## config.mk

```make
export PLATFORM = sky130hd
export DESIGN_NAME = acm_ram
export DESIGN_NICKNAME = d
export VERILOG_FILES = /design/src/design/acm_ram.sv
export SDC_FILE = /design/constraint.sdc
export NUM_CORES = 2
export LEC_CHECK = 0
export BUFFER_PORTS_ARGS = -buffer_cell sky130_fd_sc_hd__buf_2
export CAP_MARGIN = 20
export CORE_ASPECT_RATIO = 0.8
export CORE_MARGIN = 3
export CORE_UTILIZATION = 65
export DETAILED_ROUTE_END_ITERATION = 6
export PLACE_DENSITY_LB_ADDON = 0.15
export SYNTH_ARGS = -nofsm -noshare
export SYNTH_HDL_FRONTEND = slang
export SYNTH_SLANG_ARGS = --single-unit
```

## constraint.sdc

```tcl
create_clock -name clk -period 22.5 [get_ports clk]
set_input_delay 4.5 -clock clk [delete_from_list [all_inputs] [get_ports clk]]
set_output_delay 4.5 -clock clk [all_outputs]
set_load 0.01 [all_outputs]
```

## src/design/acm_ram.sv

```systemverilog
// Generic single-write, single-read RAM with registered read data.
// Holds the expanded round keys of the AES mode engine; no dependencies.
`timescale 1ns / 1ps

module acm_ram #(
  parameter int WIDTH = 128,
  parameter int DEPTH = 15
) (
  input  logic                     clk,
  input  logic                     wr_en,
  input  logic [$clog2(DEPTH)-1:0] wr_addr,
  input  logic [WIDTH-1:0]         wr_data,
  input  logic [$clog2(DEPTH)-1:0] rd_addr,
  output logic [WIDTH-1:0]         rd_data
);

  logic [WIDTH-1:0] mem [DEPTH];
  logic [WIDTH-1:0] rd_data_r;

  // Write port and registered read port.
  always_ff @(posedge clk) begin
    if (wr_en) begin
      mem[wr_addr] <= wr_data;
    end
    rd_data_r <= mem[rd_addr];
  end

  assign rd_data = rd_data_r;

endmodule

```

==> impl_metrics.ini <==
[floorplan]
ioPinCount = 266
die_h_microns = 311.2
die_w_microns = 387.4
core_area_sq_um = 115000
design.die.area_sq_um = 120600
start_util_pct = 65.79
rows = 111

[layout]
syn2layout_area_growth_pct = 11.50
drive_gt1_share_pct = 21.08
nFillCells = 6561
final_area_sq_um = 84360
fin_util_pct = 73.36
fin_nets = 4128

[power_and_ir_drop]
swShare_pct = 20.40
ir_drop_uv = 76.70
internal-power_mw = 6.123
p_leak_nw = 27.94
comb_power_share_pct = 5.1
power_density_nw_per_um2 = 91.18
clockPowerShare_pct = 39.1
power.switching_mw = 1.569
p_seq_share_pct = 55.9
p_total_mw = 7.692

[sta]
fin_crit_ns = 7.704
max-slew-margin-rel_pct = 23.91
fin_skew_ns = 0.01656
finalSetupViolations = 0
rsz0062_at_grt = false
hold_viol_final = 0
setup_tns_ns = 0
fmax_mhz = 129.8
worst_slew_pin_slew_ns = 1.140
fin_crit_sh_pct = 34.24
drv_slew = 0

[synth]
synthXorXnorAreaFrac_pct = 0
yosysMostFrequentCell = edfxtp_1
yosys_warnings = 0
ys_top_cells_by_count = edfxtp_1, mux2i_1, mux4_2
synthArstFlopShare_pct = 0
synth_ff_type = edfxtp_1
synth_top_area_share_pct = 76.20
ys_seq_elements = 2048
syn_nets = 3820
synth_top_family_by_area = multiplexers
yosysSeqAreaShare_pct = 79.59
yosys.area_share.simple_pct = 1.915
synth_area_leader_cell = edfxtp_1
synth_cells = 3682
syn-mean-instance-area_sq_um = 20.55
synthAdderAreaFrac_pct = 0
ys_types = 31
synthMuxAreaShare_pct = 12.74
syn_area_sq_um = 75660
synth-edff-count = 1920
synth_area_leaders = edfxtp_1, mux4_2, mux2i_1, dfxtp_1, a22oi_1
synth_compound_area_share_pct = 4.154

[grt]
grt_use_met1_pct = 41.06
busiest_layer = met2
grt_pass1_wl_microns = 248000
use_met2_pct = 44.91
grt_usage_pct = 28.31
grt.overflow.total = 0
use_met3_pct = 5.552
antenna_found_initial = 33
grt_max_degree = 129
grt_pass1_vias = 37280

[place]
gp_congestion = 0.7108
place.detailed.hpwl_microns = 78160
placed_area_sq_um = 78490
io_buffers = 265

[flow_run]
maxCapViolCount = 0

[setup_path]
cp_cell_sequence = buf_8 -> buf_12 -> buf_4 -> buf_4 -> mux4_2 -> a22oi_1 -> o21ai_1
crit_top_cell = buf_4
cp.arrival_ns = 8.33
path_class = in -> reg
crit_fanout = 113
crit_slowest_cell = buf_4
cpPeakStageDelay_ns = 0.76
worst_ep_required_time_ns = 23.12
cp-start-kind = primary input
cp-end-kind = register
critPathBufInv = 4
cp_top_family = buffers and inverters

[clock_tree]
root_buffer = clkbuf_16
cts_hold_buf = 0
postCtsSetupRepairBufs = 0
htreeDepth = 4
post_cts_resized = 0
clock_latency_ns = 0.78
cts.sinks = 2048
cts_buffer_depth = 3
clk_pin_slew_ns = 0.06
cts_tree = done
cts_buffers = 184

[routing]
drc = 0
drtIter0Drc = 3828
totalWireLength_microns = 168600
via_count = 36850
drtPass1Iterations = 5
vias_per_cell = 6.489
antenna_left = 0
routedWlPerCell_microns = 29.69

[min_path]
hold_path.class = reg -> reg

[outcome]
status = finished clean
==> state kept, by name, summed over array words and instances, names as in the netlist <==
register / flops
mem: 1920
rd_data: 128
==> area by class of cell <==
| class | count | area (sq um) | area share [%] |
|---|---|---|---|
| well taps | 1525 | 1908 | 2.262 |
| clock buffers | 269 | 5353 | 6.345 |
| inverters | 3 | 18.77 | 0.02225 |
| multi-input cells | 1424 | 14360 | 17.02 |
| flip-flops and latches | 2048 | 60220 | 71.38 |
| clock inverters | 58 | 441.7 | 0.5235 |
| diodes | 22 | 55.05 | 0.06526 |
| repair buffers | 329 | 2007 | 2.379 |
==> cell usage in the layout, fill, tap and decap left out, types with 22 or more instances in the layout <==
cell type	n
nand2_1	130
clkbuf_16	191
nand2b_1	120
mux4_2	268
clkbuf_8	28
buf_4	51
diode_2	22
mux2i_1	360
dfxtp_1	128
a22oi_1	128
o21ai_1	103
edfxtp_1	1920
o22ai_1	116
a31oi_1	116
clkinv_1	29
clkbuf_1	50
buf_2	262
==> per-layer routing <==
metal  wire length, microns  part of all wire (%)
met4                   3437                   2.0
met1                  68120                    40
met2                  82230                    49
met3                  14730                   8.7
met5                     62                 0.037
==> cells by family after synthesis <==
| logic type | count (synthesis) |
|---|---|
| buffers and inverters | 210 |
| flip-flops | 2048 |
| AO/OA/AOI/OAI | 500 |
| multiplexers | 628 |
| AND/OR/NAND/NOR | 296 |
==> stage by stage <==
stage	hold WS (ns)	setup slack [ns]	std cells
after floorplan	0.5200	8.073	3682
after global routing	0.5773	14.51	5664
after CTS	0.5687	14.84	5655
final	0.5619	14.80	5678
after detailed placement	0.5472	14.01	5328
after global placement	0.5335	14.03	5327
==> worst reg2reg max path, cell delays in order, from the launching register on <==
cell	delay (ns)
edfxtp_1	0.38
mux4_2	0.45
a22oi_1	0.21
o21ai_0	0.40
==> final timing paths <==
kind                     from          end  slack (ns)  cells past startpoint
setup / recovery   rd_addr[0]  rd_data[18]       14.80                      7
hold / removal    mem[14][23]  rd_data[23]        0.56                      2
setup reg to reg   mem[3][88]  rd_data[88]       20.75                      3
hold reg to reg   mem[14][23]  rd_data[23]        0.56                      2
==> power by group through the flow <==
stage,combinational (mW),sequential (mW),clock (mW)
global placement,0.382,4.38,0
finish,0.389,4.30,3.00
floorplan,0.217,4.39,0
detailed placement,0.389,4.38,0
global route,0.419,4.30,3.19
CTS,0.391,4.30,3.05
(Power assumes the default switching activity.)
